`src/rtl/asd_pkg.sv`:
```
// ----------------------------------------------------------------------------
// asd_pkg: shared types and constants for the adaptive sine saturation drive
// Fixed-point constants, serial unit sizes and the sequencer state type.
// ----------------------------------------------------------------------------
package asd_pkg;

  // sample format, signed Q4.(SampleBits-4)
  localparam int SampleBits = 24;
  localparam int SampleFrac = SampleBits - 4;
  localparam int AngFrac    = 28;
  localparam int SinFrac    = 22;
  localparam int AngShift   = AngFrac - SampleFrac;
  localparam int SinShift   = AngFrac - SinFrac;
  localparam int OutShift   = AngFrac + SinFrac - SampleFrac;

  // angle word, Q28 signed, holds +-8 plus one turn
  localparam int XW = 34;

  localparam longint KTwoPiL  = 64'sd1686629711;
  localparam longint KPiL     = 64'sd843314869;
  localparam longint KInvL    = 64'sd42722829;
  localparam longint KDenL    = 64'sd13246752883;
  // smallest angle whose truncated quotient reaches one turn
  localparam longint WrapThrL = ((64'sd1 <<< 56) + KInvL - 64'sd1) / KInvL;

  localparam logic signed [XW-1:0] KTwoPi  = XW'(KTwoPiL);
  localparam logic signed [XW-1:0] KPi     = XW'(KPiL);
  localparam logic signed [XW-1:0] WrapThr = XW'(WrapThrL);

  // serial multiplier operand width and divider sizes
  localparam int MW   = 32;
  localparam int MCW  = $clog2(MW);
  localparam int QW   = 24;
  localparam int QCW  = $clog2(QW);
  localparam int RW   = 36;
  localparam int DW   = 38;
  localparam logic signed [DW-1:0] KDen = DW'(KDenL);

  localparam int KnobBits   = 16;
  localparam int CfgIdxBits = 2;
  localparam int InteBits   = 17;
  localparam logic [InteBits-1:0] InteOne = InteBits'(65536);
  localparam int BlendBits  = 23;
  localparam logic [BlendBits-1:0] BlendOne = BlendBits'(1 << SinFrac);

  typedef enum logic [CfgIdxBits-1:0] {
    REG_DRIVE_KNOB    = 2'd0,
    REG_EFFECT_ENABLE = 2'd1,
    REG_SPARE2        = 2'd2,
    REG_SPARE3        = 2'd3
  } cfg_reg_e;

  typedef enum logic [3:0] {
    ST_IDLE,
    ST_WRAP,
    ST_FOLD,
    ST_HALF,
    ST_MSTART,
    ST_PROD,
    ST_QUOT,
    ST_BLEND,
    ST_MIX,
    ST_EMIT
  } seq_state_e;

  typedef struct packed {
    logic mul_start;
    logic div_start;
  } seq_ctl_t;

endpackage

```
`src/rtl/asd_div.sv`:
```
// ----------------------------------------------------------------------------
// asd_div: bit-serial restoring divider
// One quotient bit per cycle; the partial remainder starts below the divisor.
// ----------------------------------------------------------------------------
module asd_div (
  input  logic                       clk_i,
  input  logic                       rst_ni,
  input  logic                       start_i,
  input  logic [asd_pkg::RW-1:0]     rem_i,
  input  logic [asd_pkg::RW-1:0]     den_i,
  output logic                       done_o,
  output logic [asd_pkg::QW-1:0]     quot_o
);

  logic                      busy_q, done_q;
  logic [asd_pkg::QCW-1:0]   cnt_q;
  logic [asd_pkg::RW-1:0]    rem_q, den_q;
  logic [asd_pkg::QW-1:0]    quot_q;
  logic [asd_pkg::RW:0]      shl, diff;
  logic                      fits;

  assign shl  = {rem_q, 1'b0};
  assign diff = shl - {1'b0, den_q};
  assign fits = shl >= {1'b0, den_q};

  always_ff @(posedge clk_i or negedge rst_ni) begin
    if (!rst_ni) begin
      busy_q <= 1'b0;
      done_q <= 1'b0;
      cnt_q  <= '0;
    end else begin
      done_q <= 1'b0;
      if (start_i) begin
        busy_q <= 1'b1;
        cnt_q  <= asd_pkg::QCW'(asd_pkg::QW - 1);
      end else if (busy_q) begin
        cnt_q <= cnt_q - 1'b1;
        if (cnt_q == '0) begin
          busy_q <= 1'b0;
          done_q <= 1'b1;
        end
      end
    end
  end

  always_ff @(posedge clk_i) begin
    if (start_i) begin
      rem_q  <= rem_i;
      den_q  <= den_i;
      quot_q <= '0;
    end else if (busy_q) begin
      rem_q  <= fits ? diff[asd_pkg::RW-1:0] : shl[asd_pkg::RW-1:0];
      quot_q <= {quot_q[asd_pkg::QW-2:0], fits};
    end
  end

  assign done_o = done_q;
  assign quot_o = quot_q;

endmodule

```
`config.mk`:
```
export PLATFORM = sky130hd
export DESIGN_NAME = asd_div
export DESIGN_NICKNAME = d
export VERILOG_FILES = /design/src/rtl/asd_pkg.sv /design/src/rtl/asd_div.sv
export SDC_FILE = /design/constraint.sdc
export NUM_CORES = 1
export LEC_CHECK = 0
export ABC_AREA = 1
export BUFFER_PORTS_ARGS = -buffer_cell sky130_fd_sc_hd__buf_2
export CAP_MARGIN = 20
export CORE_MARGIN = 8
export CORE_UTILIZATION = 40
export CTS_BUF_LIST = sky130_fd_sc_hd__clkbuf_4 sky130_fd_sc_hd__clkbuf_8
export CTS_CLUSTER_DIAMETER = 120
export DETAILED_ROUTE_END_ITERATION = 8
export GPL_ROUTABILITY_DRIVEN = 0
export SLEW_MARGIN = 30
export SYNTH_ARGS = -nofsm -noshare
export SYNTH_HDL_FRONTEND = slang
export SYNTH_SLANG_ARGS = --single-unit
```
`constraint.sdc`:
```
create_clock -name clk_i -period 1.93 [get_ports clk_i]
set_input_delay 0.0965 -clock clk_i [delete_from_list [all_inputs] [get_ports clk_i]]
set_output_delay 0.0965 -clock clk_i [all_outputs]
set_load 0.02 [all_outputs]
```
; After elaboration in Yosys (flattened, before gate mapping)
; Index checks and enable logic that the tools add are counted.
; W data, S select, Z words.
[word_totals]
register_bits = 103
latchBits = 0
ram_bits = 0
mem_bits_ro = 0
output_inout_bits = 25
wordCells = 22
memories = 0
[classes]
addsub = 2
multipliers = 0
n_div = 0
order_cmp = 1
eq_ne = 0
n_shift = 0
muxes = 11
n_bitwise = 0
reduce_logical = 2
[op_table]
columns = op, n
row1 = $mux W36, 3
row2 = $ge A37 B36 Y1, 1
row3 = $sub A36 B36 Y36, 1
row4 = $mux W5, 2
row5 = $mux W1, 6
row6 = $logic_not A5 Y1, 1
row7 = $sub A5 B1 Y5 const B, 1
row8 = $reduce_bool A2 Y1, 1

; Longest topological paths before layout
; Gate-level depths: netlist (run 1).
[depth]
word_depth = 4
depth_mapped = 17

; Least setup slack after synthesis (run 1)
; Ideal clock, no wire load.
[synth_path]
path_type = reg-to-reg
from = register busy_q
to = register rem_q[0] in the netlist's numbering (enable)
arrival_time_ps = 1724
required_time_ps = 1515
slack_ps = -208
stages_incl_launch_ff = 4
path_buffers = 1
synth_period_minus_slack_ps = 2138
path_cell_list = dfrtp_1 nor2_1 inv_1 buf_1
[synth_via]
elab_chain_len = 1
[synth_lines]
columns = element, line_no
row1 = "start, declared", asd_div.sv:15  ; logic busy_q, done_q;
row2 = "start signal, assigned", asd_div.sv:28  ; busy_q <= 1'b0;
row3 = "start signal, assigned", asd_div.sv:34  ; busy_q <= 1'b1;
row4 = "start signal, assigned", asd_div.sv:39  ; busy_q <= 1'b0;
row5 = $reduce_bool A2 Y1 (no line), --
row6 = "end signal, assigned", asd_div.sv:48  ; rem_q <= rem_i;
row7 = "end signal, assigned", asd_div.sv:52  ; rem_q <= fits ? diff[asd_pkg::RW-1:0] : shl[asd_pkg::RW-1:0];
row8 = "end, declared", asd_div.sv:17  ; logic [asd_pkg::RW-1:0] rem_q, den_q;
; No other way between the ends.
; A chain may end at the register's enable or synchronous reset.

; Worst setup path in the final report (run 1)
[layout_path]
from = register rem_q[23] in the netlist's numbering
to = register rem_q[17] in the netlist's numbering (data pin)
[layout_via]
elab_chain_len = 4
[layout_lines]
columns = element, line_no
row1 = $ge A37 B36 Y1, asd_div.sv:24  ; assign fits = shl >= {1'b0, den_q};
row2 = $mux W36, asd_div.sv:52
row3 = $mux W36, asd_div.sv:51  ; end else if (busy_q) begin
row4 = $mux W36, asd_div.sv:47  ; if (start_i) begin
; No other way between the ends. The select of a mux whose other input is x is not followed.

==> flow_summary.yaml, run 1 <==
setup_path:
  required_ns: 2.09
  critPathArrivalTime_ns: 2.49
  cp-end-kind: "flip-flop"
  critPathLaunchType: "flip-flop"
  reg2reg_slack_ns: -0.40
  rr_endpoint: "rem_q[17]$_DFFE_PP_"
  worstReg2RegStart: "rem_q[23]$_DFFE_PP_"
  r2r_cells: 13
  worstPathMaxFanout: 6
  crit_type: "reg2reg"
pwr:
  p_sw_share_pct: 45.0
  p_leak_nw: 5.43
  power_density_nw_per_um2: 1460
  power_switching_mw: 7.34
  p_int_mw: 8.97
  p_comb_share_pct: 69.9
  seqPwrFrac_pct: 20.4
  p_clk_share_pct: 9.7
  vdd_drop_max_v: 0.000691
sta:
  slew_headroom_pct: 67.1
  fin_crit_sh_pct: 121
  rsz0062_at_grt: "yes"
  layout_setup_ws_ns: -0.403
  timing_hold_violations_final: 0
  fmax_ghz: 0.429
  clock_skew_ns: 0.0268
  period_needed_ns: 2.33
  finalSetupViolCount: 37
  max_slew.worst_pin.slew_ns: 0.493
  slew_viol_final: 0
synth:
  synth_fa_ha_area_share_pct: 6.74
  ys.warnings.count: 0
  synth_nets: 1096
  synth_mux_area_share_pct: 0
  ys_seq_elements: 103
  synth_top_family_by_area: "simple AND/OR/NAND/NOR gates"
  synth_compound_area_share_pct: 5.55
  seq_area_frac_synth_pct: 38.3
  synth_cell_type_count: 42
  synth-simple-area-share_pct: 36.1
  synthesis.area_um2: 7350
  avgSynthCellArea_um2: 7.49
  synth-edff-count: 72
  syn_inst: 982
  synth_xor_area_share_pct: 2.14
  async_reset_ff_share_pct: 6.80
  synth_flop_cell: "edfxtp_1"
final_layout:
  drive_above_1_share_pct: 37.2
  syn2layout_area_growth_pct: 51.6
  diodes: 0
  fillers: 1604
  final_common_cell: "nand2_1"
  postLayoutCellArea_um2: 11100
  instances_no_fill: 1516
  final_cell_mix: "nand2_1, inv_1, buf_4"
  fin_nets: 1396
  final_util_pct: 61.8
run_status:
  status: "finished with violations"
  violations: "setup timing"
floorplan:
  num_io_pins: 100
  num_rows: 49
  start_util_pct: 40.8
  die_x_um: 152
  coreArea_um2: 18000
  die-area_um2: 23000
  die_h_um: 152
route:
  drtPass1Iterations: 6
  via_count: 7222
  via_per_inst: 4.76
  first_iter_violations: 453
  routed_wl_mm: 22.6
  drc: 0
  ant_nets: 0
  wl_per_cell_um: 14.9
job:
  maxCapViolations: 0
clocking:
  root_buffer: "clkbuf_8"
  cts_sinks: 103
  numCtsBuffers: 9
  htree_levels: 3
  clock_path_buffers: 2
  path_clk_slew_ns: 0.14
  cts_tree: "built"
  clk_latency_ns: 0.42
grt:
  groute.layer.met2.usage_pct: 32.9
  grt_antenna_before_repair: 0
  grtUsageMet1_pct: 26.3
  top_usage_layer: "met2"
  grt_max_degree: 44
  use_met3_pct: 3.21
  overflow: 0
  grt_pass1_wl_mm: 35.9
  grt_pass1_vias: 7347
  grt.total_usage_pct: 19.9
placed_design:
  portBuffers: 99
  hpwl_mm: 15.8
  placed_cell_area_um2: 9220
  placed_cells: 1389
min_path:
  hold_class: "in2async"
## layout make-up
class                      count  area, um2  share of cell area, %
multi-input combinational    680       4630                   41.5
tap                          229        287                   2.57
inverter                     177        667                   5.98
sequential                   103       2820                   25.3
timing repair buffer         311       2520                   22.6
clock buffer                   9        124                   1.11
clock inverter                 7        101                  0.909
## worst max path at each step
| stage | to | start | depth (start not counted) |
|---|---|---|---|
| CTS | rem_q[3]$_DFFE_PP_ | rem_q[9]$_DFFE_PP_ | 17 |
| floorplan | rem_q[5]$_DFFE_PP_ | rem_q[0]$_DFFE_PP_ | 13 |
| global placement | rem_q[22]$_DFFE_PP_ | rem_q[23]$_DFFE_PP_ | 12 |
| finish | rem_q[17]$_DFFE_PP_ | rem_q[23]$_DFFE_PP_ | 13 |
| detailed placement | rem_q[19]$_DFFE_PP_ | rem_q[12]$_DFFE_PP_ | 13 |
| global route | rem_q[15]$_DFFE_PP_ | rem_q[23]$_DFFE_PP_ | 13 |
## what timing repair did
| action | 4_1_cts | 5_1_grt |
|---|---|---|
| pin swaps | 48 | 43 |
| buffers inserted | 28 | 8 |
| hold buffers | 73 | 0 |
| cloned | 6 | 3 |
| endpoints found under the hold margin | 79 | 0 |
| setup endpoints to repair | 37 | 37 |
| resized for setup | 83 | 77 |
## critical path, cell delays in order (launching register included)
cell and delay (ns):
edfxtp_1 0.48, ha_4 0.30, a21oi_4 0.18, nand2_1 0.09, nand2_1 0.09, nand2_2 0.08
a21oi_4 0.16, nand2_4 0.09, nand2_8 0.09, buf_12 0.15, buf_12 0.13, nand3b_1 0.10
nand3_2 0.09, nand2_1 0.06
## Yosys cell counts (5+ instances only)
cell type	number	share of area, %
nand2_1	316	16
dfrtp_1	7	2.4
buf_2	7	0.48
inv_1	174	8.9
o22ai_1	22	1.9
nand2_2	35	3.0
nand3_2	20	2.7
nor3_1	8	0.54
nor2_1	60	3.1
nor2_2	5	0.43
ha_1	38	6.5
dfxtp_1	24	6.5
a21oi_1	24	1.6
edfxtp_1	72	29
nand3_1	48	3.3
nand3b_1	40	4.1
clkbuf_1	7	0.36
xnor2_1	17	2.0
o21ai_0	14	0.95
nand4_1	6	0.51
## registers in the layout, indices dropped and copies added, names as in the netlist
signal  count
done_o      1
rem_q      36
quot_o     24
busy_q      1
cnt_q       5
den_q      36
## power groups by stage
| stage | logic, mW | registers (mW) | clock network, mW |
|---|---|---|---|
| final | 11.4 | 3.33 | 1.58 |
| after global placement | 8.96 | 3.34 | 0 |
| after CTS | 11.0 | 3.32 | 1.63 |
| after floorplan | 6.11 | 3.32 | 0 |
| after global routing | 12.4 | 3.37 | 1.68 |
| after detailed placement | 9.04 | 3.36 | 0 |
## metrics by stage
step	setup TNS (ns)	setup WS, ns	hold WS, ns	total power, mW
3_5_place_dp	-13.54	-0.413	-0.0581	12.4
4_1_cts	-12.95	-0.389	0.0151	16.0
5_1_grt	-16.24	-0.479	0.0282	17.5
3_3_place_gp	-13.80	-0.424	-0.0574	12.3
6_report	-13.31	-0.403	0.0404	16.3
2_1_floorplan	-5.44	-0.193	-0.199	9.43
## per-layer routing
layer | part of all wire, % | wire length [um]
met1 | 48 | 10800
met2 | 47 | 10600
met3 | 4.2 | 948
met4 | 1.4 | 323
met5 | 0 | 0
## cells by family after synthesis
logic type | count (synthesis)
AOI/OAI and AO/OA | 69
xor gates and xnor gates | 18
adders and majority gates | 39
buffers and inverters | 199
DFF | 103
and+or+nand+nor | 554
No activity file was read; power rests on OpenSTA's default activity.
==> run 2: changes to the inputs <==
--- a/config.mk
+++ b/config.mk
@@ -9,11 +9,12 @@
 export BUFFER_PORTS_ARGS = -buffer_cell sky130_fd_sc_hd__buf_2
 export CAP_MARGIN = 20
 export CORE_MARGIN = 8
-export CORE_UTILIZATION = 40
+export CORE_UTILIZATION = 55
 export CTS_BUF_LIST = sky130_fd_sc_hd__clkbuf_4 sky130_fd_sc_hd__clkbuf_8
 export CTS_CLUSTER_DIAMETER = 120
 export DETAILED_ROUTE_END_ITERATION = 8
 export GPL_ROUTABILITY_DRIVEN = 0
+export PLACE_DENSITY = 0.8
 export SLEW_MARGIN = 30
 export SYNTH_ARGS = -nofsm -noshare
 export SYNTH_HDL_FRONTEND = slang
==> flow_summary.yaml, run 2 (same netlist as run 1, synthesis figures left out) <==
placed_design:
  hpwl_mm: 15.2
  placed_cells: 1337
  portBuffers: 99
setup_path:
  crit_slowest_cell: "edfxtp_1"
  critPathArrivalTime_ns: 2.81
  crit_type: "reg2reg"
  max_stage_delay_ns: 0.45
  cpMostUsedCell: "nand2_1"
  worstPathMaxFanout: 4
  cp-end-kind: "flip-flop"
  critPathLaunchType: "flip-flop"
  critPathTopFamily: "simple AND/OR/NAND/NOR gates"
  worstPathCellList: "ha_4 > nand2_1 > inv_1 > nand2_1 > nor3_4 > nand4_1 > nand3_1 > nand2_1 > nand2_1 > nand2_1 > nand3_1 > nand2_1"
  cp_num_buf_inv: 1
  required_ns: 2.10
sta:
  period_needed_ns: 2.64
  holdWs_ns: -0.0185
  layout_setup_ws_ns: -0.707
  timing_hold_violations_final: 1
  finalSetupViolCount: 37
  max_slew.worst_pin.slew_ns: 0.754
  clock_skew_ns: 0.0181
  fin_crit_sh_pct: 137
  fmax_ghz: 0.379
  rsz0062_at_grt: "yes"
  slew_viol_final: 0
  slew_headroom_pct: 49.8
grt:
  grt_max_degree: 60
  grt.total_usage_pct: 25.4
  grt_antenna_before_repair: 0
  grt_pass1_wl_mm: 36.4
  overflow: 0
  grt_pass1_vias: 7661
route:
  via_count: 8362
  via_per_inst: 5.73
  drc: 0
  first_iter_violations: 1152
  routed_wl_mm: 27.8
  drtPass1Iterations: 9
  ant_nets: 0
  wl_per_cell_um: 19.0
job:
  maxCapViolations: 0
final_layout:
  final_cell_mix: "nand2_1, inv_1, buf_4"
  drive_above_1_share_pct: 35.7
  syn2layout_area_growth_pct: 50.2
  final_common_cell: "nand2_1"
  fin_nets: 1393
  instances_no_fill: 1460
  diodes: 0
floorplan:
  num_rows: 42
  coreArea_um2: 13100
  num_io_pins: 100
  start_util_pct: 56.0
  die-area_um2: 17300
  die_x_um: 132
  die_h_um: 132
pwr:
  power_density_nw_per_um2: 1550
  p_leak_nw: 5.47
  vdd_drop_max_v: 0.000730
  totalPowerFinal_mw: 17.2
clocking:
  clk_latency_ns: 0.41
  clock_path_buffers: 2
  cts_sinks: 103
  root_buffer: "clkbuf_8"
  numCtsBuffers: 9
  htree_levels: 3
  cts_tree: "built"
  path_clk_slew_ns: 0.13
min_path:
  hold_class: "in2reg"
run_status:
  violations: "hold timing, setup timing"
  status: "finished with violations"
==> run 2: changes by cell type in the layout (fill, tap and decap cells not counted), moves of 4 or more <==
cell,before,now
inv_2,25,11
nand2_2,62,52
nand2_1,262,275
buf_6,7,3
nand3_1,39,34
inv_1,151,163
nand3_2,29,33
==> run 2: worst paths after layout <==
kind / start / end / slack [ns] / cells past startpoint
min in group asynchronous: rst_ni / busy_q$_DFF_PN0_ / 0.06 / 2
max in group asynchronous: rst_ni / cnt_q[2]$_DFFE_PN0P_ / 1.71 / 2
setup / recovery: rem_q[11]$_DFFE_PP_ / rem_q[20]$_DFFE_PP_ / -0.71 / 12
hold / removal: rem_i[32] / rem_q[32]$_DFFE_PP_ / -0.02 / 3
setup reg to reg: rem_q[11]$_DFFE_PP_ / rem_q[20]$_DFFE_PP_ / -0.71 / 12
hold reg to reg: quot_o[12]$_SDFFE_PP0P_ / quot_o[13]$_SDFFE_PP0P_ / 0.49 / 2
==> run 2: cell type report <==
| class | instances | area (um2) |
|---|---|---|
| clock buffers | 9 | 124 |
| clock inverters | 7 | 101 |
| fillers | 668 | 2100 |
| inverters | 177 | 672 |
| multi-input cells | 680 | 4610 |
| flip-flops and latches | 103 | 2820 |
| well taps | 176 | 220 |
| repair buffers | 308 | 2490 |
==> run 2: per-layer routing <==
layer  wire length, um  GRT usage, %
met1             10200          29.8
met2             12900          44.4
met3              2750          5.18
met4              1870          10.4
met5                 0             0
==> run 2: through the flow <==
| stage | setup slack [ns] | hold WS [ns] | util [%] | instance area (um2) | TNS (ns) |
|---|---|---|---|---|---|
| finish | -0.707 | -0.0185 | 84.0 | 11000 | -20.73 |
| global route | -0.672 | 0.00900 | 84.0 | 11000 | -22.05 |
| CTS | -0.362 | 0.00561 | 79.2 | 10400 | -11.69 |
| detailed placement | -0.467 | -0.0554 | 69.9 | 9180 | -12.71 |
| global placement | -0.412 | -0.0621 | 69.9 | 9180 | -11.04 |
| floorplan | -0.193 | -0.199 | - | 7770 | -5.44 |
==> run 2: where the power goes <==
part / leakage [nW] / total (mW) / switching (mW) / internal, mW
logic: 4.35 / 12.2 / 6.73 / 5.51
clock network: 0.111 / 1.55 / 0.994 / 0.557
registers: 1.01 / 3.37 / 0.419 / 2.95
total: 5.47 / 17.2 / 8.14 / 9.02
==> run 2: timing repair <==
item / in CTS / in global routing
endpoints found under the setup margin: 37 / 37
gates resized for setup: 36 / 94
gates cloned: 2 / 4
pin swaps: 14 / 62
hold endpoints to repair: 78 / 0
hold buffers: 72 / 0
buffers inserted: 8 / 23
==> run 2: worst reg2reg max path, cell delays in order, from the launching register on <==
cell      delay [ns]
edfxtp_1        0.45
ha_4            0.32
nand2_1         0.11
inv_1           0.13
nand2_1         0.19
nor3_4          0.35
nand4_1         0.33
nand3_1         0.20
nand2_1         0.07
nand2_1         0.08
nand2_1         0.06
nand3_1         0.07
nand2_1         0.05
