==> config.mk <==
export PLATFORM = sky130hd
export DESIGN_NAME = asd_mul
export DESIGN_NICKNAME = d
export VERILOG_FILES = /design/src/rtl/asd_pkg.sv /design/src/rtl/asd_mul.sv
export SDC_FILE = /design/constraint.sdc
export NUM_CORES = 1
export LEC_CHECK = 0
export BUFFER_PORTS_ARGS = -buffer_cell sky130_fd_sc_hd__buf_4
export CAP_MARGIN = 20
export CORE_MARGIN = 10
export CORE_UTILIZATION = 50
export CTS_CLUSTER_SIZE = 14
export DETAILED_ROUTE_END_ITERATION = 12
export GPL_ROUTABILITY_DRIVEN = 0
export MAX_ROUTING_LAYER = met4
export PLACE_DENSITY = 0.76
export SYNTH_ARGS = -nofsm -noshare
export SYNTH_HDL_FRONTEND = slang
export SYNTH_SLANG_ARGS = --single-unit
==> constraint.sdc <==
create_clock -name clk_i -period 2.95 [get_ports clk_i]
set_input_delay 0.59 -clock clk_i [delete_from_list [all_inputs] [get_ports clk_i]]
set_output_delay 0.59 -clock clk_i [all_outputs]
set_load 0.02 [all_outputs]
==> src/rtl/asd_pkg.sv <==
// ----------------------------------------------------------------------------
// asd_pkg: shared types and constants for the adaptive sine saturation drive
// Fixed-point constants, serial unit sizes and the sequencer state type.
// ----------------------------------------------------------------------------
package asd_pkg;

  // sample format, signed Q4.(SampleBits-4)
  localparam int SampleBits = 24;
  localparam int SampleFrac = SampleBits - 4;
  localparam int AngFrac    = 28;
  localparam int SinFrac    = 22;
  localparam int AngShift   = AngFrac - SampleFrac;
  localparam int SinShift   = AngFrac - SinFrac;
  localparam int OutShift   = AngFrac + SinFrac - SampleFrac;

  // angle word, Q28 signed, holds +-8 plus one turn
  localparam int XW = 34;

  localparam longint KTwoPiL  = 64'sd1686629711;
  localparam longint KPiL     = 64'sd843314869;
  localparam longint KInvL    = 64'sd42722829;
  localparam longint KDenL    = 64'sd13246752883;
  // smallest angle whose truncated quotient reaches one turn
  localparam longint WrapThrL = ((64'sd1 <<< 56) + KInvL - 64'sd1) / KInvL;

  localparam logic signed [XW-1:0] KTwoPi  = XW'(KTwoPiL);
  localparam logic signed [XW-1:0] KPi     = XW'(KPiL);
  localparam logic signed [XW-1:0] WrapThr = XW'(WrapThrL);

  // serial multiplier operand width and divider sizes
  localparam int MW   = 32;
  localparam int MCW  = $clog2(MW);
  localparam int QW   = 24;
  localparam int QCW  = $clog2(QW);
  localparam int RW   = 36;
  localparam int DW   = 38;
  localparam logic signed [DW-1:0] KDen = DW'(KDenL);

  localparam int KnobBits   = 16;
  localparam int CfgIdxBits = 2;
  localparam int InteBits   = 17;
  localparam logic [InteBits-1:0] InteOne = InteBits'(65536);
  localparam int BlendBits  = 23;
  localparam logic [BlendBits-1:0] BlendOne = BlendBits'(1 << SinFrac);

  typedef enum logic [CfgIdxBits-1:0] {
    REG_DRIVE_KNOB    = 2'd0,
    REG_EFFECT_ENABLE = 2'd1,
    REG_SPARE2        = 2'd2,
    REG_SPARE3        = 2'd3
  } cfg_reg_e;

  typedef enum logic [3:0] {
    ST_IDLE,
    ST_WRAP,
    ST_FOLD,
    ST_HALF,
    ST_MSTART,
    ST_PROD,
    ST_QUOT,
    ST_BLEND,
    ST_MIX,
    ST_EMIT
  } seq_state_e;

  typedef struct packed {
    logic mul_start;
    logic div_start;
  } seq_ctl_t;

endpackage

==> src/rtl/asd_mul.sv <==
// ----------------------------------------------------------------------------
// asd_mul: bit-serial unsigned multiplier
// One multiplier bit per cycle, shift-add into a right-shifting accumulator.
// ----------------------------------------------------------------------------
module asd_mul (
  input  logic                           clk_i,
  input  logic                           rst_ni,
  input  logic                           start_i,
  input  logic [asd_pkg::MW-1:0]         a_i,
  input  logic [asd_pkg::MW-1:0]         b_i,
  output logic                           done_o,
  output logic [2*asd_pkg::MW-1:0]       prod_o
);

  logic                          busy_q, done_q;
  logic [asd_pkg::MCW-1:0]       cnt_q;
  logic [asd_pkg::MW-1:0]        a_q, b_q;
  logic [2*asd_pkg::MW-1:0]      acc_q;
  logic [asd_pkg::MW:0]          sum;

  assign sum = {1'b0, acc_q[2*asd_pkg::MW-1:asd_pkg::MW]}
             + (b_q[0] ? {1'b0, a_q} : '0);

  always_ff @(posedge clk_i or negedge rst_ni) begin
    if (!rst_ni) begin
      busy_q <= 1'b0;
      done_q <= 1'b0;
      cnt_q  <= '0;
    end else begin
      done_q <= 1'b0;
      if (start_i) begin
        busy_q <= 1'b1;
        cnt_q  <= asd_pkg::MCW'(asd_pkg::MW - 1);
      end else if (busy_q) begin
        cnt_q <= cnt_q - 1'b1;
        if (cnt_q == '0) begin
          busy_q <= 1'b0;
          done_q <= 1'b1;
        end
      end
    end
  end

  always_ff @(posedge clk_i) begin
    if (start_i) begin
      a_q   <= a_i;
      b_q   <= b_i;
      acc_q <= '0;
    end else if (busy_q) begin
      // add on the low multiplier bit, then shift one place right
      acc_q <= {sum, acc_q[asd_pkg::MW-1:1]};
      b_q   <= b_q >> 1;
    end
  end

  assign done_o = done_q;
  assign prod_o = acc_q;

endmodule

# Word level (Yosys, flattened, before mapping)
# Index checks and enable logic that the tools add are counted.
# totals
reg_bits	135
input_bits	67
output_inout_bits	65
elab_cells	21
# classes
n_addsub	2
muxes	11
reduce_logical	2
# ops
op	count
$mux W32	3
$add A32 B32 Y33	1
$mux W5	2
$mux W1	6
$logic_not A5 Y1	1
$sub A5 B1 Y5 const B	1
$reduce_bool A2 Y1	1

# Logic depth before layout (Yosys ltp)
# Gate-level depths: netlist of the first run.
# logic_depth
ltp_word	4
mapped_depth	11
ltp_nobuf	10

# Least setup slack after synthesis of the first run
# No wires, ideal clock.
# synth_path
path_type	register to register
from	reg b_q[0] in the netlist's numbering
to	reg acc_q, in the netlist prod_o[56]
setup_time_ns	0.117
arrival_ns	2.647
t_required_ns	2.833
setup_slack_ns	0.185
stages_incl_launch_ff	12
n_path_buf	2
period_less_slack_ns	2.765
path_cell_list	edfxtp_1 > clkbuf_1 > and2_1 > ha_1 > buf_6 > a21o_1 > o21bai_1 > a221oi_2 > o21ai_1 > o21a_1 > or4_1 > a32o_1
# synth_between
elab_chain_len	2
# synth_rtl
element	line	source
start: declaration	asd_mul.sv:17	logic [asd_pkg::MW-1:0] a_q, b_q;
start signal: assignment	asd_mul.sv:47	b_q <= b_i;
start signal: assignment	asd_mul.sv:52	b_q <= b_q >> 1;
$mux W32	asd_mul.sv:22	+ (b_q[0] ? {1'b0, a_q} : '0);
$add A32 B32 Y33	asd_mul.sv:22	
end signal: assignment	asd_mul.sv:51	acc_q <= {sum, acc_q[asd_pkg::MW-1:1]};
end: declaration	asd_mul.sv:18	logic [2*asd_pkg::MW-1:0] acc_q;
# No other way between the ends.
# A chain may end at the register's enable or synchronous reset.

# Final worst setup path of the first run
# Same ends and word-level chain as after synthesis.

==> results.ini, run 1 <==
[routing]
drc = 0
totalWireLength_um = 17660
ant_nets = 0
avgViaCountPerCell = 5.603
drt-initial-drc-count = 417
wl_per_cell_um = 17.66
vias = 5603
first_pass_iters = 5

[sta]
max_freq_mhz = 344.2
slew_violations = 0
fin_worst_skew_ps = 9.370
slew-limit-headroom_pct = 47.15
tightest_slew_ps = 792.7
holdWs_ps = 335.5
period_share_pct = 98.48
finalHoldViolCount = 0
setup_tns_ps = 0
min_period_ps = 2905
setup_viol = 0
rsz0062_at_grt = yes

[setup_path]
startpoint = b_q[0]
cp_data_required_time_ps = 3260
worstReg2RegStart = b_q[0]
start_kind = flop
crit_end = prod_o[56]
path_class = reg -> reg
r2r-end = prod_o[56]
r2r_cells = 10
r2r_slack_ps = 40
cp_max_fo = 20
endpoint_kind = flop
cp.arrival_ps = 3220

[grt]
antenna_found_initial = 1
grt.overflow.total = 0
grt_max_degree = 71
grt_pass1_vias = 5766
grt_pass1_wl_um = 28720
grt.total_usage_pct = 18.53

[power_and_ir_drop]
p_clk_share_pct = 34.7
finalPower_mw = 6.058
combPwrFrac_pct = 27.2
p_int_mw = 4.127
seqPwrFrac_pct = 38.1
switching_share_pct = 31.88
p_leak_nw = 4.216
switching_power_mw = 1.931
power.density_nw_per_um2 = 667.6
peakVddDrop_mv = 0.6089

[logic_synthesis]
synth-seq-area-share_pct = 48.05
muxShareOfSynthArea_pct = 11.09
synthSimpleGateAreaFrac_pct = 15.77
synth_xor_area_share_pct = 2.367
synth_top_family_by_area = simple AND/OR/NAND/NOR gates
synthCells = 650
synth_ff_type = edfxtp_1
synth-compound-area-share_pct = 13.60
synth.avg_cell_area_um2 = 10.82
synth-async-reset-ratio_pct = 5.185
synth_cell_types = 76
synth_seq_cells = 135
syn_area_um2 = 7030
synth-edff-count = 64
synth-adder-area-share_pct = 6.336
synth_nets = 752
yosysWarnings = 0

[placement]
dpl_cell_area_um2 = 8295
portBuffers = 131
dp_hpwl_um = 12530

[run]
cap_viol_max_count = 0

[floorplanning]
core_um2 = 13830
ios = 132
dieArea_um2 = 19200
fp.dieH_um = 138.6
dieWidth_um = 138.6
rows = 43
start_util_pct = 50.85

[cts]
root_buffer = clkbuf_16
htreeDepth = 4
cts_tree = yes
clkLatencyLatePin_ps = 430
clk_pin_slew_ps = 70
cts_made_buffers = 17
cts.sinks = 135
clockBufferDepth = 2

[cells_and_area]
layout-drive-gt1-share_pct = 32.97
fin_nets = 908
seq_area_um2 = 3379
multi_input_area_um2 = 3581
fin_area_um2 = 9074
fillers = 1071
syn2layout_area_growth_pct = 29.06
final_core_util_pct = 65.62

[status]
status = completed

[worst_hold_path]
holdPathStages = 1
worstHoldPathType = in -> reg

[placed cells by master (no fill, tap or decap), drive strengths merged, types with 17 or more instances in the layout]
| cell type | instances |
|---|---|
| a21oi | 33 |
| dfxtp | 64 |
| mux2i | 43 |
| mux2 | 31 |
| clkbuf | 17 |
| o21ai | 31 |
| ha | 34 |
| nand2 | 39 |
| inv | 18 |
| nor2 | 68 |
| a21o | 20 |
| buf | 168 |
| edfxtp | 64 |
| and2 | 35 |
[cell families after synthesis]
| kind of cell | after synthesis |
|---|---|
| buf+inv | 39 |
| compound gates | 135 |
| mux | 74 |
| flops | 135 |
| fa+ha+maj | 35 |
| simple gates | 213 |
| xor+xnor | 19 |
[worst max-delay path, cell delays in order (launching register included)]
cell      delay (ps)
edfxtp_1         440
buf_6            200
and2_1           150
ha_1             340
a21oi_1          230
o21bai_1         140
a221oi_2         250
o21ai_1          120
o21a_1           220
or4_1            460
a32o_1           250
[metal layers]
| metal | routed length [µm] | track usage (%) | vias to the layer above |
|---|---|---|---|
| met5 | 0 | - | - |
| met2 | 8421 | 28.56 | 213 |
| li1 | - | - | 2694 |
| met3 | 1405 | 7.192 | 36 |
| met4 | 365 | 6.382 | 0 |
| met1 | 7471 | 21.70 | 2660 |
[power groups by stage]
stage	registers, mW	clock network, mW	logic [mW]
5_1_grt	2.33	2.24	1.80
6_report	2.31	2.10	1.65
3_5_place_dp	2.34	0	1.54
4_1_cts	2.30	2.15	1.56
3_3_place_gp	2.33	0	1.51
2_1_floorplan	2.43	0	0.912
[stage by stage]
stage	instances	setup WS [ps]
after floorplan	650	185.4
after global placement	959	84.52
after detailed placement	959	-53.55
after CTS	992	-40.58
after global routing	1000	-59.70
final	1000	44.85
[cell usage after synthesis, drive strengths merged, types with 2 or more instances]
library cell  count  area, µm²
dfrtp             7      175.2
o31ai             3      32.53
nor2b             6      37.54
a211oi            5      47.54
or4               3      22.52
a32o              2      20.02
buf              10      65.05
a21o             20      150.1
xor2              8      70.07
nand2            39      146.4
o21bai            4      30.03
nor3             13      75.07
nand4             6      37.54
nand3b            8      60.06
or2               2      12.51
o211ai            2      20.02
mux2             31      349.1
inv               7      26.28
a221o             4      40.04
nor4b             2      17.52
nand2b            7      43.79
o2111ai           2      17.52
and2b             2      17.52
dfxtp            64       1281
nor2             68      255.2
xnor2            11      96.34
o221a             2      22.52
and2             35      220.2
a21oi            33      165.2
o21a              5      37.54
or3               3      20.02
a31o              2      17.52
o2111a            2      22.52
and3              7      50.05
clkbuf           22      105.1
a31oi             3      18.77
mux2i            43      430.4
nand3             8      45.04
a221oi            2      23.77
ha               34      425.4
o21ai            31      158.9
a22oi             3      22.52
edfxtp           64       1922
[registers in the layout, summed over array words and instances (netlist names)]
signal  flops
prod_o     64
a_q        32
b_q        32
cnt_q       5
busy_q      1
done_o      1
[worst min-delay path by stage]
stage | from | end
final | a_i[8] | a_q[8]
after global routing | a_i[8] | a_q[8]
after CTS | a_i[29] | a_q[29]
after detailed placement | rst_ni | cnt_q[0]
after global placement | rst_ni | cnt_q[0]
after floorplan | rst_ni | busy_q
[layout make-up]
type,count,area share [%]
multi-input combinational,476,39.46
sequential,135,37.24
timing repair buffer,169,14.09
clock buffer,17,4.688
tap,180,2.482
clock inverter,15,1.710
inverter,7,0.2896
antenna,1,0.02758
[what timing repair did]
| item | CTS | global route |
|---|---|---|
| hold buffers | 1 | 0 |
| gates resized for setup | 2 | 26 |
| setup endpoints to repair | 4 | 14 |
| setup buffers | 0 | 7 |
| pin swaps | 0 | 9 |
| endpoints found under the hold margin | 7 | 0 |
(Power assumes the default switching activity.)
==> run 2: changes to the inputs <==
PLACE_DENSITY = 0.73   (was 0.76)
clock period = 3 ns   (was 2.95 ns; I/O delays follow)
==> run 2 against run 1 <==
Net effect:
- maximum frequency shrank 0.24%
- hold slack gained 16 ps
- critical path type unchanged
- count of clock-buffer cells in the layout grew 2
- global-route usage shrank 0.72 points
- sequential share of layout area grew 0.64 points
- first-iteration DRC count shrank 7.0%
- via count shrank 1.3%
- critical path depth is the same
==> results.ini, run 2 (synthesis gave the netlist of run 1 again) <==
[sta]
max_freq_mhz = 343.4  ; was 344.2 MHz
setup_viol = 0  ; unchanged
period_share_pct = 97.07  ; was 98.48%
fin_ws_ps = 87.75  ; was 44.85 ps
setup_tns_ps = 0  ; unchanged
min_period_ps = 2912  ; was 2905 ps
holdWs_ps = 351.7  ; was 335.5 ps
fin_worst_skew_ps = 10.75  ; was 9.370 ps
tightest_slew_ps = 855.8  ; was 792.7 ps
finalHoldViolCount = 0  ; unchanged
slew-limit-headroom_pct = 42.95  ; was 47.15%
slew_violations = 0  ; unchanged

[grt]
grt_util_met1_pct = 20.87  ; was 21.70%
grt_max_degree = 108  ; was 71
grt_pass1_vias = 5662  ; was 5,766
grt.overflow.total = 0  ; unchanged
grt_pass1_wl_um = 27600  ; was 28,720 µm
grt-busiest-layer = met2  ; unchanged
grt.total_usage_pct = 17.81  ; was 18.53%
use_met2_pct = 27.59  ; was 28.56%
met3_usage_pct = 7.329  ; was 7.192%
antenna_found_initial = 0  ; was 1

[setup_path]
endpoint_kind = flop  ; unchanged
path_class = reg -> reg  ; unchanged
cp_data_required_time_ps = 3310  ; was 3260 ps
start_kind = flop  ; unchanged
cp.arrival_ps = 3220  ; about the same
cp_max_fo = 15  ; was 20

[cells_and_area]
layout_common_cells = 148 x buf_4, 67 x nor2_1, 64 x edfxtp_1, 64 x dfxtp_1, 43 x mux2i_1  ; was 166 x buf_4, 66 x nor2_1, 64 x edfxtp_1, 64 x dfxtp_1, 43 x mux2i_1
syn2layout_area_growth_pct = 26.87  ; was 29.06%
fin_nets = 889  ; was 908
largest_register_ffs = 64  ; unchanged
multi_input_area_um2 = 3577  ; was 3581 µm²
seq_area_um2 = 3379  ; unchanged
layout_commonest_cell = buf_4  ; unchanged
fillers = 1054  ; was 1,071
diodes = 0  ; was 1
layout-drive-gt1-share_pct = 31.50  ; was 32.97%

[floorplanning]
ios = 132  ; unchanged
dieArea_um2 = 19200  ; unchanged
core_um2 = 13830  ; unchanged
dieWidth_um = 138.6  ; unchanged
rows = 43  ; unchanged
start_util_pct = 50.85  ; unchanged
fp.dieH_um = 138.6  ; unchanged

[power_and_ir_drop]
p_leak_nw = 4.117  ; was 4.216 nW
peakVddDrop_mv = 0.4569  ; was 0.6089 mV
power.density_nw_per_um2 = 653.5  ; was 667.6 nW/µm²

[run]
cap_viol_max_count = 0  ; unchanged

[placement]
portBuffers = 131  ; unchanged
dp_hpwl_um = 12270  ; was 12,530 µm
dp_slack_ps = 2.848  ; was -53.55 ps

[cts]
cts_made_buffers = 17  ; unchanged
clockBufferDepth = 2  ; unchanged
cts.sinks = 135  ; unchanged
htreeDepth = 4  ; unchanged
root_buffer = clkbuf_16  ; unchanged
clk_pin_slew_ps = 70  ; about the same
cts_tree = yes  ; unchanged
postCtsSetupRepairBufs = 0  ; unchanged
clkLatencyLatePin_ps = 420  ; was 430 ps

[routing]
wl_per_cell_um = 17.40  ; was 17.66 µm
drt-initial-drc-count = 388  ; was 417
avgViaCountPerCell = 5.641  ; was 5.603
ant_nets = 0  ; unchanged
first_pass_iters = 5  ; unchanged
totalWireLength_um = 17050  ; was 17,660 µm
drc = 0  ; unchanged
vias = 5528  ; was 5,603

[worst_hold_path]
worstHoldPathType = in -> reg  ; unchanged

[status]
status = completed  ; unchanged

## run 2: changes by cell type in the layout (fill, tap and decap cells not counted), moves of 3 or more
cell   before  now
buf_4     166  148
ha_1       30   25
ha_2        1    5
inv_4       0    3
## run 2: timing repair
| item | 4_1_cts | 5_1_grt |
|---|---|---|
| setup endpoints to repair | 0 | 12 |
| resized for setup | 0 | 25 |
| endpoints found under the hold margin | 7 | 0 |
| hold buffers | 1 | 0 |
## run 2: per-stage QoR
stage / cells / total power [mW] / utilization [%] / instance area (µm²)
6_report: 980 / 5.829 / 64.51 / 8920
5_1_grt: 980 / 6.131 / 64.51 / 8920
4_1_cts: 979 / 5.809 / 63.58 / 8791
3_5_place_dp: 946 / 3.789 / 59.38 / 8210
3_3_place_gp: 946 / 3.749 / 59.38 / 8210
2_1_floorplan: 650 / 3.283 / - / 7030
## run 2: area by class of cell
class | count | area share, %
inverter | 7 | 0.2946
tap | 180 | 2.525
sequential | 135 | 37.89
timing repair buffer | 150 | 12.79
multi-input combinational | 476 | 40.10
clock inverter | 13 | 1.192
clock buffer | 19 | 5.204
## run 2: final timing paths
kind | startpoint | to | slack [ps] | depth (start not counted)
min in group asynchronous | rst_ni | cnt_q[2] | 560 | 2
worst min register to register | prod_o[53] | prod_o[53] | 480 | 2
worst min-delay path | a_i[28] | a_q[28] | 350 | 1
max in group asynchronous | rst_ni | busy_q | 2310 | 2
worst max register to register | b_q[0] | prod_o[56] | 90 | 10
worst max-delay path | b_q[0] | prod_o[56] | 90 | 10
## run 2: critical path: stages (launching register included)
cell,delay [ps]
edfxtp_1,410
buf_4,200
and2_1,150
ha_1,330
a21oi_1,200
o21ai_1,130
a221oi_2,280
o21ai_1,130
o21a_1,250
or4_1,490
a32o_1,260
## run 2: layer usage
metal	wire (µm)	share of wire [%]
met4	263	1.5
met1	7322	43
met5	0	0
met3	1434	8.4
met2	8033	47
## run 2: where the power goes
part           internal [mW]  switching [mW]  total, mW
clock network           1.15           0.847       2.00
logic                  0.718           0.843       1.56
registers               2.13           0.137       2.27
==> run 3: changes to the inputs <==
BUFFER_PORTS_ARGS = -buffer_cell sky130_fd_sc_hd__buf_2   (was -buffer_cell sky130_fd_sc_hd__buf_4)
CORE_MARGIN = not set   (was 10)
clock period = 3.1 ns   (was 3 ns; I/O delays follow)
==> run 3 against run 2 <==
Net effect:
- via count fell by 1.1%
- die area fell by 24%
- flip-flop and latch count did not move
- sequential power fell by 4%
- combinational power fell by 14%
- register-to-register slack barely moved
- final area fell by 5.6%
==> results.ini, run 3 (synthesis gave the netlist of run 1 again) <==
[grt]
grt_max_degree = 61  ; was 108
use_met2_pct = 34.63  ; was 27.59%
antenna_found_initial = 2  ; was 0
grt_pass1_vias = 5282  ; was 5,662
met3_usage_pct = 7.547  ; was 7.329%
grt-busiest-layer = met2  ; unchanged
grt_pass1_wl_um = 25020  ; was 27,600 µm
grt_util_met1_pct = 27.82  ; was 20.87%
grt.overflow.total = 0  ; unchanged
grt.total_usage_pct = 22.72  ; was 17.81%

[placement]
dp_hpwl_um = 10890  ; was 12,270 µm
portBuffers = 131  ; unchanged
dp_slack_ps = 116.1  ; was 2.848 ps

[sta]
max_freq_mhz = 330.8  ; was 343.4 MHz
tightest_slew_ps = 855.9  ; was 855.8 ps
slew-limit-headroom_pct = 42.94  ; was 42.95%
period_share_pct = 97.50  ; was 97.07%
rsz0062_at_grt = yes
min_period_ps = 3023  ; was 2912 ps
finalHoldViolCount = 0  ; unchanged
setup_viol = 0  ; unchanged
fin_worst_skew_ps = 8.587  ; was 10.75 ps
fin_ws_ps = 77.39  ; was 87.75 ps
setup_tns_ps = 0  ; unchanged
slew_violations = 0  ; unchanged

[worst_hold_path]
worstHoldPathType = in -> async  ; was in -> reg

[cells_and_area]
syn2layout_area_growth_pct = 19.81  ; was 26.87%
largest_register_ffs = 64  ; unchanged
final_core_util_pct = 62.61  ; was 64.51%
layout_common_cells = 130 x buf_2, 68 x nor2_1, 64 x edfxtp_1, 64 x dfxtp_1, 43 x mux2i_1  ; was 148 x buf_4, 67 x nor2_1, 64 x edfxtp_1, 64 x dfxtp_1, 43 x mux2i_1
fin_nets = 881  ; was 889
layout-drive-gt1-share_pct = 29.17  ; was 31.50%
layout_commonest_cell = buf_2  ; was buf_4

[routing]
vias = 5466  ; was 5,528
totalWireLength_um = 15280  ; was 17,050 µm
drt-initial-drc-count = 301  ; was 388
ant_nets = 0  ; unchanged
avgViaCountPerCell = 5.635  ; was 5.641
first_pass_iters = 5  ; unchanged
wl_per_cell_um = 15.75  ; was 17.40 µm
drc = 0  ; unchanged

[setup_path]
r2r_cells = 10  ; unchanged
startpoint = b_q[0]  ; unchanged
worstReg2RegStart = b_q[0]  ; unchanged
path_class = reg -> reg  ; unchanged
cp_data_required_time_ps = 3410  ; was 3310 ps
crit_end = prod_o[56]  ; unchanged
start_kind = flop  ; unchanged
cp_max_fo = 18  ; was 15
endpoint_kind = flop  ; unchanged
r2r-end = prod_o[56]  ; unchanged
cp.arrival_ps = 3330  ; was 3220 ps
r2r_slack_ps = 80  ; was 90 ps

[cts]
postCtsSetupRepairBufs = 0  ; unchanged
clockBufferDepth = 2  ; unchanged
cts_made_buffers = 17  ; unchanged
clkLatencyLatePin_ps = 420  ; about the same
cts.sinks = 135  ; unchanged
htreeDepth = 4  ; unchanged
post_cts_resized = 0  ; unchanged
cts_tree = yes  ; unchanged
clk_pin_slew_ps = 60  ; was 70 ps
cts-hold-fix-buffers = 0  ; was 1
root_buffer = clkbuf_16  ; unchanged

[floorplanning]
rows = 42  ; was 43
dieArea_um2 = 14540  ; was 19,200 µm²
core_um2 = 13450  ; was 13,830 µm²
fp.dieH_um = 120.6  ; was 138.6 µm
ios = 132  ; unchanged
start_util_pct = 52.26  ; was 50.85%
dieWidth_um = 120.6  ; was 138.6 µm

[power_and_ir_drop]
power.density_nw_per_um2 = 645.6  ; was 653.5 nW/µm²
p_leak_nw = 4.008  ; was 4.117 nW
peakVddDrop_mv = 0.3861  ; was 0.4569 mV

[status]
status = completed  ; unchanged

[run]
cap_viol_max_count = 0  ; unchanged

==> run 3: changes by cell type in the layout (fill, tap and decap cells not counted), sizes merged <==
cell / delta
buf: -7
inv: -5
clkinv: +3
clkinvlp: +3
clkbuf: -2
diode: +2
bufinv: +1
dlygate4sd3: -1
==> run 3: worst min path at each step <==
stage	start	endpoint	slack (ps)	cells after the start
finish	rst_ni	cnt_q[1]	20	1
global route	rst_ni	done_o	20	1
CTS	rst_ni	cnt_q[1]	8	1
detailed placement	rst_ni	done_o	460	1
global placement	rst_ni	done_o	450	1
floorplan	rst_ni	busy_q	320	0
==> run 3: critical path, cell delays in order, from the launching register on <==
cell	delay, ps
edfxtp_1	400
buf_4	210
and2_1	150
ha_1	380
a21o_1	210
o21bai_1	190
a221oi_2	260
o21ai_1	120
o21a_1	260
or4_1	480
a32o_1	260
==> run 3: metrics by stage <==
stage | total power [mW] | cell area [µm²] | cells | hold slack [ps]
global route | 5.697 | 8423 | 970 | 20.38
finish | 5.438 | 8423 | 970 | 23.78
CTS | 5.459 | 8388 | 968 | 8.186
floorplan | 3.177 | 7030 | 650 | 324.4
detailed placement | 3.530 | 7823 | 936 | 463.5
global placement | 3.494 | 7823 | 936 | 453.8
==> run 3: final cells by class <==
| class | instances | area (µm²) |
|---|---|---|
| well taps | 176 | 220.2 |
| repair buffers | 142 | 740.7 |
| inverters | 7 | 26.28 |
| flip-flops and latches | 135 | 3379 |
| diodes | 2 | 5.005 |
| clock buffers | 17 | 425.4 |
| fillers | 1119 | 5030 |
| clock inverters | 15 | 140.1 |
| multi-input cells | 476 | 3486 |
==> run 3: report_power, final <==
part	switching [mW]	internal [mW]
clock	0.803	1.12
combinational	0.785	0.559
sequential	0.113	2.06
total	1.70	3.74
==> run 3: metal layers <==
layer  vias to the layer above  routed length [µm]
li1                       2649                   -
met1                      2598                6802
met2                       193                7022
met3                        26                1178
met4                         0                 275
met5                         -                   0
